**config.mk**
```make
export PLATFORM = sky130hd
export DESIGN_NAME = entity_proximity_query_table
export DESIGN_NICKNAME = d
export VERILOG_FILES = /design/src/design/ept_pkg.sv /design/src/design/ept_dist.sv /design/src/design/entity_proximity_query_table.sv
export SDC_FILE = /design/constraint.sdc
export NUM_CORES = 2
export LEC_CHECK = 0
export BUFFER_PORTS_ARGS = -buffer_cell sky130_fd_sc_hd__buf_2
export CAP_MARGIN = 20
export CORE_MARGIN = 8
export CORE_UTILIZATION = 60
export DETAILED_ROUTE_END_ITERATION = 10
export GPL_ROUTABILITY_DRIVEN = 1
export PLACE_DENSITY = 0.75
export SLEW_MARGIN = 10
export SYNTH_ARGS = -nofsm -noshare
export SYNTH_HDL_FRONTEND = slang
export SYNTH_SLANG_ARGS = --single-unit
```
**constraint.sdc**
```tcl
create_clock -name i_clk -period 41.8 [get_ports i_clk]
set_input_delay 8.36 -clock i_clk [delete_from_list [all_inputs] [get_ports i_clk]]
set_output_delay 8.36 -clock i_clk [all_outputs]
set_load 0.03 [all_outputs]
```
**src/design/ept_pkg.sv**
```systemverilog
// Types, constants and action codes of the entity proximity query table.
package ept_pkg;

    localparam int TABLE_DEPTH_DEF = 32;
    localparam int RESULT_LIMIT    = 32;
    localparam int NW              = $clog2(RESULT_LIMIT + 1);
    localparam int ID_W            = 16;
    localparam int POS_W           = 16;
    localparam int NEXT_ID_W       = 17;
    localparam int SQ_W            = 32;
    localparam int DIST_W          = 34;

    localparam logic [NEXT_ID_W-1:0] ID_LIMIT = 17'd65535;
    localparam logic [NEXT_ID_W-1:0] ID_FIRST = 17'd1;

    // Action codes
    localparam logic [2:0] ACT_SPAWN   = 3'd0;
    localparam logic [2:0] ACT_DESTROY = 3'd1;
    localparam logic [2:0] ACT_RANGE   = 3'd2;
    localparam logic [2:0] ACT_NEAREST = 3'd3;
    localparam logic [2:0] ACT_CLEAR   = 3'd4;

    typedef struct packed {
        logic [2:0]              action;
        logic [ID_W-1:0]         target_id;
        logic signed [POS_W-1:0] pos_x;
        logic signed [POS_W-1:0] pos_y;
        logic signed [POS_W-1:0] pos_z;
        logic [POS_W-1:0]        query_range;
    } t_in_req;

    typedef struct packed {
        logic [ID_W-1:0] result_id;
        logic            hit;
        logic            last;
    } t_out_rsp;

    // One table entry as stored in the memory
    typedef struct packed {
        logic [ID_W-1:0]         id;
        logic signed [POS_W-1:0] x;
        logic signed [POS_W-1:0] y;
        logic signed [POS_W-1:0] z;
    } t_entry;

    // Result of the distance unit for one entry
    typedef struct packed {
        logic              valid;
        logic [ID_W-1:0]   id;
        logic [DIST_W-1:0] dsq;
    } t_dist_res;

endpackage

```
**src/design/ept_dist.sv**
```systemverilog
// Shared squared-distance unit: three-stage pipeline, one entry per enabled cycle.
module ept_dist (
    input  logic                            i_clk,
    input  logic                            i_rst_n,
    input  logic                            i_en,
    input  logic                            i_valid,
    input  ept_pkg::t_entry                 i_entry,
    input  logic signed [ept_pkg::POS_W-1:0] i_cx,
    input  logic signed [ept_pkg::POS_W-1:0] i_cy,
    input  logic signed [ept_pkg::POS_W-1:0] i_cz,
    output ept_pkg::t_dist_res              o_res,
    output logic                            o_busy
);
    import ept_pkg::*;

    // |a - b| always fits in 16 bits unsigned
    function automatic logic [POS_W-1:0] abs_diff(input logic signed [POS_W-1:0] a,
                                                  input logic signed [POS_W-1:0] b);
        logic signed [POS_W:0] d;
        logic [POS_W:0]        neg;
        d   = {a[POS_W-1], a} - {b[POS_W-1], b};
        neg = -d;
        return d[POS_W] ? neg[POS_W-1:0] : d[POS_W-1:0];
    endfunction

    logic              r_v1, r_v2, r_v3;
    logic [ID_W-1:0]   r_id1, r_id2, r_id3;
    logic [POS_W-1:0]  r_dx, r_dy, r_dz;
    logic [SQ_W-1:0]   r_sx, r_sy, r_sz;
    logic [DIST_W-1:0] r_sum;

    // Stage valids
    always_ff @(posedge i_clk) begin
        if (!i_rst_n) begin
            r_v1 <= 1'b0;
            r_v2 <= 1'b0;
            r_v3 <= 1'b0;
        end else if (i_en) begin
            r_v1 <= i_valid;
            r_v2 <= r_v1;
            r_v3 <= r_v2;
        end
    end

    // Differences, squares, sum
    always_ff @(posedge i_clk) begin
        if (i_en) begin
            r_id1 <= i_entry.id;
            r_dx  <= abs_diff(i_entry.x, i_cx);
            r_dy  <= abs_diff(i_entry.y, i_cy);
            r_dz  <= abs_diff(i_entry.z, i_cz);
            r_id2 <= r_id1;
            r_sx  <= {{(SQ_W-POS_W){1'b0}}, r_dx} * {{(SQ_W-POS_W){1'b0}}, r_dx};
            r_sy  <= {{(SQ_W-POS_W){1'b0}}, r_dy} * {{(SQ_W-POS_W){1'b0}}, r_dy};
            r_sz  <= {{(SQ_W-POS_W){1'b0}}, r_dz} * {{(SQ_W-POS_W){1'b0}}, r_dz};
            r_id3 <= r_id2;
            r_sum <= DIST_W'(r_sx) + DIST_W'(r_sy) + DIST_W'(r_sz);
        end
    end

    assign o_res.valid = r_v3;
    assign o_res.id    = r_id3;
    assign o_res.dsq   = r_sum;
    assign o_busy      = r_v1 | r_v2 | r_v3;

endmodule

```
**src/design/entity_proximity_query_table.sv**
```systemverilog
// Entity proximity query table: insertion-ordered entity store with 3D proximity search.
//
// Input channel i_in (valid/ready) carries one request: spawn, destroy, range query,
// nearest query or clear. Output channel o_out (valid/ready) carries results; each
// request gives one result, except a range query with hits, which gives one per hit
// (at most 32) with last set on the final one.
// Spawn, clear and unknown actions pass through ST_SINGLE, which loads their result
// into the output register. Destroy walks the table through the single memory read
// port, one entry per cycle while the output register is free, and loads its result
// once the walk ends. Queries also pass every entry through the shared distance
// pipeline (read, diff, square, sum), one entry per cycle while not stalled; their
// final result loads once the pipeline drains. o_in_ready is high only between
// requests, so a new request is accepted only once the last one's final result is loaded.
// A stalled receiver freezes the memory read and the distance pipeline until the
// output register frees; a new request may be accepted while the last result waits.
// Reset (synchronous, active low) empties the table and restarts ids at 1; table
// contents need no clearing, only entries below the fill count are ever used.
module entity_proximity_query_table #(
    parameter int TABLE_DEPTH = ept_pkg::TABLE_DEPTH_DEF
) (
    input  logic             i_clk,
    input  logic             i_rst_n,
    input  logic             i_in_valid,
    output logic             o_in_ready,
    input  ept_pkg::t_in_req i_in,
    output logic             o_out_valid,
    input  logic             i_out_ready,
    output ept_pkg::t_out_rsp o_out
);
    import ept_pkg::*;

    localparam int CW = $clog2(TABLE_DEPTH + 1);
    localparam int AW = (TABLE_DEPTH > 1) ? $clog2(TABLE_DEPTH) : 1;

    localparam logic [1:0] ST_IDLE   = 2'd0;
    localparam logic [1:0] ST_SINGLE = 2'd1;
    localparam logic [1:0] ST_SCAN   = 2'd2;

    logic [1:0]           r_state;
    logic [CW-1:0]        r_count;
    logic [NEXT_ID_W-1:0] r_next_id;
    logic [CW-1:0]        r_iss;
    logic [CW-1:0]        r_w;
    logic [NW-1:0]        r_n;
    logic                 r_v1;
    logic                 r_pend_v;
    logic                 r_found;
    logic                 r_removed;
    logic                 r_out_valid;

    t_in_req              r_req;
    logic [SQ_W-1:0]      r_r2;
    logic [DIST_W-1:0]    r_best;
    logic [ID_W-1:0]      r_best_id;
    logic [ID_W-1:0]      r_pend_id;
    t_entry               r_rd;
    t_out_rsp             r_out;

    t_entry               r_mem [0:(1<<AW)-1];

    logic                 en, accept, scan_more, scan_done, spawn_ok;
    logic                 range_hit, near_better, del_match, del_keep;
    logic                 we, out_load;
    logic [AW-1:0]        waddr;
    t_entry               wdata;
    t_out_rsp             out_data;
    t_dist_res            dres;
    logic                 d_busy;
    logic [DIST_W-1:0]    r2_ext;

    // Handshake and walk control
    assign en        = !r_out_valid || i_out_ready;
    assign o_in_ready = (r_state == ST_IDLE);
    assign accept    = i_in_valid && o_in_ready;
    assign scan_more = (r_iss < r_count);
    assign scan_done = (r_state == ST_SCAN) && !scan_more && !r_v1 && !d_busy;
    assign spawn_ok  = (r_count < CW'(TABLE_DEPTH)) && (r_next_id <= ID_LIMIT)
                       && (r_next_id != '0);
    assign r2_ext    = DIST_W'(r_r2);

    // Per-entry decisions
    assign range_hit   = dres.valid && (r_req.action == ACT_RANGE)
                         && (dres.dsq <= r2_ext) && (r_n < NW'(RESULT_LIMIT));
    assign near_better = dres.valid && (r_req.action == ACT_NEAREST)
                         && (r_found ? (dres.dsq < r_best) : (dres.dsq < r2_ext));
    assign del_match   = r_v1 && (r_req.action == ACT_DESTROY) && (r_rd.id == r_req.target_id);
    assign del_keep    = r_v1 && (r_req.action == ACT_DESTROY) && (r_rd.id != r_req.target_id);

    // Memory write port: spawn append or destroy compaction
    always_comb begin
        we    = 1'b0;
        waddr = r_count[AW-1:0];
        wdata = r_rd;
        if ((r_state == ST_SINGLE) && en && (r_req.action == ACT_SPAWN) && spawn_ok) begin
            we       = 1'b1;
            wdata.id = r_next_id[ID_W-1:0];
            wdata.x  = r_req.pos_x;
            wdata.y  = r_req.pos_y;
            wdata.z  = r_req.pos_z;
        end else if (en && del_keep) begin
            we    = 1'b1;
            waddr = r_w[AW-1:0];
        end
    end

    // Table memory, registered read
    always_ff @(posedge i_clk) begin
        if (we) begin
            r_mem[waddr] <= wdata;
        end
        if (en) begin
            r_rd <= r_mem[r_iss[AW-1:0]];
        end
    end

    ept_dist u_dist (
        .i_clk   (i_clk),
        .i_rst_n (i_rst_n),
        .i_en    (en),
        .i_valid (r_v1 && ((r_req.action == ACT_RANGE) || (r_req.action == ACT_NEAREST))),
        .i_entry (r_rd),
        .i_cx    (r_req.pos_x),
        .i_cy    (r_req.pos_y),
        .i_cz    (r_req.pos_z),
        .o_res   (dres),
        .o_busy  (d_busy)
    );

    // Result selection
    always_comb begin
        out_load           = 1'b0;
        out_data.result_id = '0;
        out_data.hit       = 1'b0;
        out_data.last      = 1'b1;
        if ((r_state == ST_SINGLE) && en) begin
            out_load = 1'b1;
            if ((r_req.action == ACT_SPAWN) && spawn_ok) begin
                out_data.result_id = r_next_id[ID_W-1:0];
                out_data.hit       = 1'b1;
            end
        end else if ((r_state == ST_SCAN) && en) begin
            if (scan_done) begin
                out_load = 1'b1;
                unique case (r_req.action)
                    ACT_DESTROY: begin
                        out_data.result_id = r_req.target_id;
                        out_data.hit       = r_removed;
                    end
                    ACT_NEAREST: begin
                        out_data.result_id = r_found ? r_best_id : '0;
                        out_data.hit       = r_found;
                    end
                    default: begin
                        out_data.result_id = r_pend_v ? r_pend_id : '0;
                        out_data.hit       = r_pend_v;
                    end
                endcase
            end else if (range_hit && r_pend_v) begin
                // a newer hit proves the held one is not the last
                out_load           = 1'b1;
                out_data.result_id = r_pend_id;
                out_data.hit       = 1'b1;
                out_data.last      = 1'b0;
            end
        end
    end

    // Sequencer and control state
    always_ff @(posedge i_clk) begin
        if (!i_rst_n) begin
            r_state   <= ST_IDLE;
            r_count   <= '0;
            r_next_id <= ID_FIRST;
            r_iss     <= '0;
            r_w       <= '0;
            r_n       <= '0;
            r_v1      <= 1'b0;
            r_pend_v  <= 1'b0;
            r_found   <= 1'b0;
            r_removed <= 1'b0;
        end else begin
            unique case (r_state)
                ST_IDLE: begin
                    if (accept) begin
                        r_iss     <= '0;
                        r_w       <= '0;
                        r_n       <= '0;
                        r_pend_v  <= 1'b0;
                        r_found   <= 1'b0;
                        r_removed <= 1'b0;
                        if ((i_in.action == ACT_DESTROY) || (i_in.action == ACT_RANGE)
                            || (i_in.action == ACT_NEAREST)) begin
                            r_state <= ST_SCAN;
                        end else begin
                            r_state <= ST_SINGLE;
                        end
                    end
                end
                ST_SINGLE: begin
                    if (en) begin
                        if ((r_req.action == ACT_SPAWN) && spawn_ok) begin
                            r_count   <= r_count + 1'b1;
                            r_next_id <= r_next_id + 1'b1;
                        end else if (r_req.action == ACT_CLEAR) begin
                            r_count   <= '0;
                            r_next_id <= ID_FIRST;
                        end
                        r_state <= ST_IDLE;
                    end
                end
                ST_SCAN: begin
                    if (en) begin
                        r_v1 <= scan_more;
                        if (scan_more) begin
                            r_iss <= r_iss + 1'b1;
                        end
                        if (del_match) begin
                            r_removed <= 1'b1;
                        end
                        if (del_keep) begin
                            r_w <= r_w + 1'b1;
                        end
                        if (range_hit) begin
                            r_pend_v <= 1'b1;
                            r_n      <= r_n + 1'b1;
                        end
                        if (near_better) begin
                            r_found <= 1'b1;
                        end
                        if (scan_done) begin
                            r_state <= ST_IDLE;
                            if (r_req.action == ACT_DESTROY) begin
                                r_count <= r_w;
                            end
                        end
                    end
                end
                default: r_state <= ST_IDLE;
            endcase
        end
    end

    // Request, range squared, pending hit id and running best
    always_ff @(posedge i_clk) begin
        if (accept) begin
            r_req <= i_in;
            r_r2  <= {{(SQ_W-POS_W){1'b0}}, i_in.query_range}
                     * {{(SQ_W-POS_W){1'b0}}, i_in.query_range};
        end
        if (en && (r_state == ST_SCAN)) begin
            if (range_hit) begin
                r_pend_id <= dres.id;
            end
            if (near_better) begin
                r_best    <= dres.dsq;
                r_best_id <= dres.id;
            end
        end
    end

    // Output register
    always_ff @(posedge i_clk) begin
        if (!i_rst_n) begin
            r_out_valid <= 1'b0;
        end else if (out_load) begin
            r_out_valid <= 1'b1;
        end else if (i_out_ready) begin
            r_out_valid <= 1'b0;
        end
    end

    always_ff @(posedge i_clk) begin
        if (out_load) begin
            r_out <= out_data;
        end
    end

    assign o_out_valid = r_out_valid;
    assign o_out       = r_out;

endmodule

```
==> reports/results.txt <==
Total gr overflow: 0
Post-synthesis adder-cell area fraction: 0.1555
Yosys Warn Count: 0
Max-slew violation count: 0
Number of nets produced by synthesis: 9,718
Main combinational cell family by area after synthesis: adder cells
Run status: complete, no violations
Width of the die: 484.8 µm
Buffer depth of the longest clock path: 4
Arrival time of the worst setup path: 14.88 ns
Cell count after synthesis: 8,384
Delay of the slowest cell on the worst path: 0.68 ns
1st-iter DRT viols: 8,735
Clock edge transition at the registers on the reported setup and hold paths: 0.06 ns
Sequential cell area: 76,620 µm²
Count of buffer and inverter cells on the critical path: 5
Fraction of the mapped netlist area in compound gates: 0.03844
R2R Setup Slk: 34.15 ns
Combined global-route utilization of all metal layers: 0.2763
Category of the most critical setup path: in -> reg
Required time of the critical path: 42.42 ns
Ratio of cells with drive above 1 in the final layout: 0.1635
Portion of the post-synthesis area used by sequential elements: 0.5810
Area growth syn-to-layout: 10.00%
Multiplexer fraction of the synthesized cell area: 0.1156
DRC Markers: 0
Most common library cell in the layout ignoring fill and taps: sky130_fd_sc_hd__edfxtp_1
Detailed-placement wirelength estimate: 186.9 mm
Min cycle time layout: 14.26 ns
Fraction of synthesized cell area in xor and xnor cells: 0.01985
Category of cells accounting for the largest share of critical-path delay: adder cells
Worst setup endpoint: r_r2[31]
Max Fanout on Critical Path: 13
CTS H-Tree Depth: 5
Final Instance Area: 145,000 µm²
DIE HEIGHT: 484.8 µm
TritonCTS clock tree: yes
Number of nets with antenna violations after detailed routing: 0
Average vias per placed instance: 6.323
Setup TNS after final layout: 0 ns
Post-synth top flop: sky130_fd_sc_hd__edfxtp_1
Async set or reset register ratio after synthesis: 0
DP Area: 136,400 µm²
Master cell of the clock root buffer: sky130_fd_sc_hd__clkbuf_16
Reg2reg path depth: 22
Count of fill cells added during filler insertion: 14,550
Count of maximum capacitance violations: 0
# setup viols final: 0
Slew @ Worst Pin: 1.230 ns
Antenna violations before repair: 8
TritonCTS Sinks: 2,568
Largest net degree at the start of global routing: 164
Cell with the largest stage delay on the worst path: sky130_fd_sc_hd__a2111oi_0
First-pass GRT wire length: 486.0 mm
Area of the placeable core: 219,100 µm²
Launching element type of the critical path: primary input
Most frequent CP cell: sky130_fd_sc_hd__fa_1
Rel. slew slack: 0.1799
Worst hold-check path type: reg -> reg
Area used by multi-input combinational logic: 50,130 µm²
Mean Syn Cell Area: 15.73 µm²
Pre-Repair DR Iteration Count: 7
Reg-to-reg startpoint: u_dist.r_dy[9]
Path length in cells of the critical path: 24
Hold_buf cts: 0
Cell-by-cell trace of the critical path: buf_2 > inv_1 > nor2_1 > ha_1 > xor2_1 > fa_1 > inv_1 > fa_1 > fa_1 > fa_1 > inv_1 > fa_1 > inv_1 > ha_1 > a21o_1 > a21oi_1 > o211ai_1 > a21oi_1 > o21ai_0 > a2111oi_0 > o21ai_0 > a31o_2 > a21oi_1 > xnor2_1
Nature of the critical path endpoint: register
Cell row count: 172
I/O pin count: 107
Max Clk Rate: 70.14 MHz
Final hold violation count: 0
Commonest cells after routing, fill and taps aside: 2,517 x sky130_fd_sc_hd__edfxtp_1, 1,156 x sky130_fd_sc_hd__inv_1, 652 x sky130_fd_sc_hd__fa_1
Die area: 235,000 µm²
Post-route fraction of the period consumed by the critical path: 0.3411
Final Util: 0.6620
Area fraction in and, or, nand and nor cells after synthesis: 0.04847
Inserted Clock Buffers: 275
Number of enable-type register cells in the synthesized netlist: 2,517
Combined area of all synthesized cells: 131,800 µm²
Worst skew pair latency: 0.95 ns
Total of cells resized after clock tree synthesis: 0
Post-CTS Setup Bufs: 0
Synth cell types: 88
Setup clock skew after layout: 0.06867 ns
Number of global-route vias before repair: 76,270
Capture point of the worst reg-to-reg path: u_dist.r_sy[30]
Routability-driven placement congestion ratio: 0.8835
Routed wirelength normalized by instance count: 27.96 µm
Initial standard-cell utilization of the core: 0.6018
Final wirelength: 326.8 mm
RSZ-0062 raised after global routing: no
Number of register bits inferred by synthesis: 2,568
Number of I/O port buffers: 106
Net total in the final layout: 9,966
Worst Setup SP: i_in[3]
Number of vias after detailed routing: 73,910
## flip-flops by register name, summed over array words and instances, names as in the netlist, 17 cells and up
signal / count
r_mem: 2048
r_r2: 31
u_dist.r_sx: 31
r_req: 67
o_out: 18
u_dist.r_sz: 31
u_dist.r_sy: 31
r_next_id: 17
u_dist.r_sum: 34
r_rd: 64
r_best: 34
## layout make-up
class                      count  area share
timing repair buffer         255     0.01234
multi-input combinational   4374      0.3456
inverter                    1158     0.03006
clock buffer                 324     0.05004
tap                         2871     0.02477
sequential                  2568      0.5283
clock inverter               136    0.008800
antenna                        3  0.00005176
## kinds of logic (layout without fill, tap and decap cells)
| group | Yosys count | count (layout) |
|---|---|---|
| adder cells (fa/ha/maj) | 1247 | 1247 |
| buffers and inverters | 1442 | 1873 |
| AO/OA/AOI/OAI | 759 | 759 |
| AND/OR/NAND/NOR | 1356 | 1356 |
| multiplexers | 714 | 714 |
| other | 0 | 3 |
| XOR/XNOR | 298 | 298 |
| flip-flops | 2568 | 2568 |
## cells in the mapped netlist, types with 51 or more instances
cell,instances,share of area
sky130_fd_sc_hd__inv_1,1157,0.033
sky130_fd_sc_hd__and2_1,179,0.0085
sky130_fd_sc_hd__nor2b_1,57,0.0027
sky130_fd_sc_hd__ha_1,595,0.056
sky130_fd_sc_hd__fa_1,652,0.099
sky130_fd_sc_hd__o21ai_0,168,0.0064
sky130_fd_sc_hd__mux2_2,71,0.0061
sky130_fd_sc_hd__dfxtp_1,51,0.0077
sky130_fd_sc_hd__xnor2_1,197,0.013
sky130_fd_sc_hd__mux4_2,640,0.11
sky130_fd_sc_hd__nor2_1,279,0.0079
sky130_fd_sc_hd__edfxtp_1,2517,0.57
sky130_fd_sc_hd__xor2_1,100,0.0066
sky130_fd_sc_hd__nand2_1,538,0.015
sky130_fd_sc_hd__a21oi_1,184,0.0070
sky130_fd_sc_hd__buf_1,53,0.0015
sky130_fd_sc_hd__a21o_1,103,0.0059
sky130_fd_sc_hd__clkbuf_1,229,0.0065
## metrics by stage
stage,setup WS (ns),hold slack (ns),std cells
2_1_floorplan,21.18,0.4003,8384
3_3_place_gp,26.73,0.4012,11220
3_5_place_dp,26.72,0.4045,11220
4_1_cts,27.65,0.4159,11680
5_1_grt,27.25,0.4246,11690
6_report,27.54,0.4126,11690
## worst reg2reg max path: stages, from the launching register on
cell and delay, ns:
sky130_fd_sc_hd__edfxtp_1 0.77, sky130_fd_sc_hd__and2_1 0.34, sky130_fd_sc_hd__fa_1 0.53, sky130_fd_sc_hd__inv_1 0.05
sky130_fd_sc_hd__fa_1 0.52, sky130_fd_sc_hd__inv_1 0.06, sky130_fd_sc_hd__fa_1 0.48, sky130_fd_sc_hd__fa_1 0.51
sky130_fd_sc_hd__fa_1 0.49, sky130_fd_sc_hd__inv_1 0.05, sky130_fd_sc_hd__fa_1 0.47, sky130_fd_sc_hd__inv_1 0.04
sky130_fd_sc_hd__ha_1 0.34, sky130_fd_sc_hd__a21o_1 0.19, sky130_fd_sc_hd__a21o_1 0.17, sky130_fd_sc_hd__a221o_1 0.43
sky130_fd_sc_hd__a22o_1 0.23, sky130_fd_sc_hd__nor2_1 0.17, sky130_fd_sc_hd__a311oi_1 0.16, sky130_fd_sc_hd__and4_1 0.23
sky130_fd_sc_hd__a2111oi_0 0.77, sky130_fd_sc_hd__a21oi_1 0.20, sky130_fd_sc_hd__xor2_1 0.19
## per-layer routing
metal	share of wire	GRT usage	up-vias
met3	0.099	0.05094	712
met1	0.38	0.3781	37830
li1	-	-	31130
met2	0.49	0.4534	4236
met4	0.038	0.09412	0
met5	0	0	-
## worst min path at each step
stage                                 from                to  slack [ns]  cells after the start
after floorplan            u_dist.r_id1[0]   u_dist.r_id2[0]        0.40                      0
after global placement     u_dist.r_id1[3]   u_dist.r_id2[3]        0.40                      0
after detailed placement  u_dist.r_id2[14]  u_dist.r_id3[14]        0.40                      0
after CTS                  u_dist.r_id2[7]   u_dist.r_id3[7]        0.42                      0
after global routing       u_dist.r_id2[3]   u_dist.r_id3[3]        0.42                      0
final                      u_dist.r_id2[2]   u_dist.r_id3[2]        0.41                      0
Power is not shown: default switching activity piles up to over one toggle a cycle in this logic, so the estimate is an artifact.
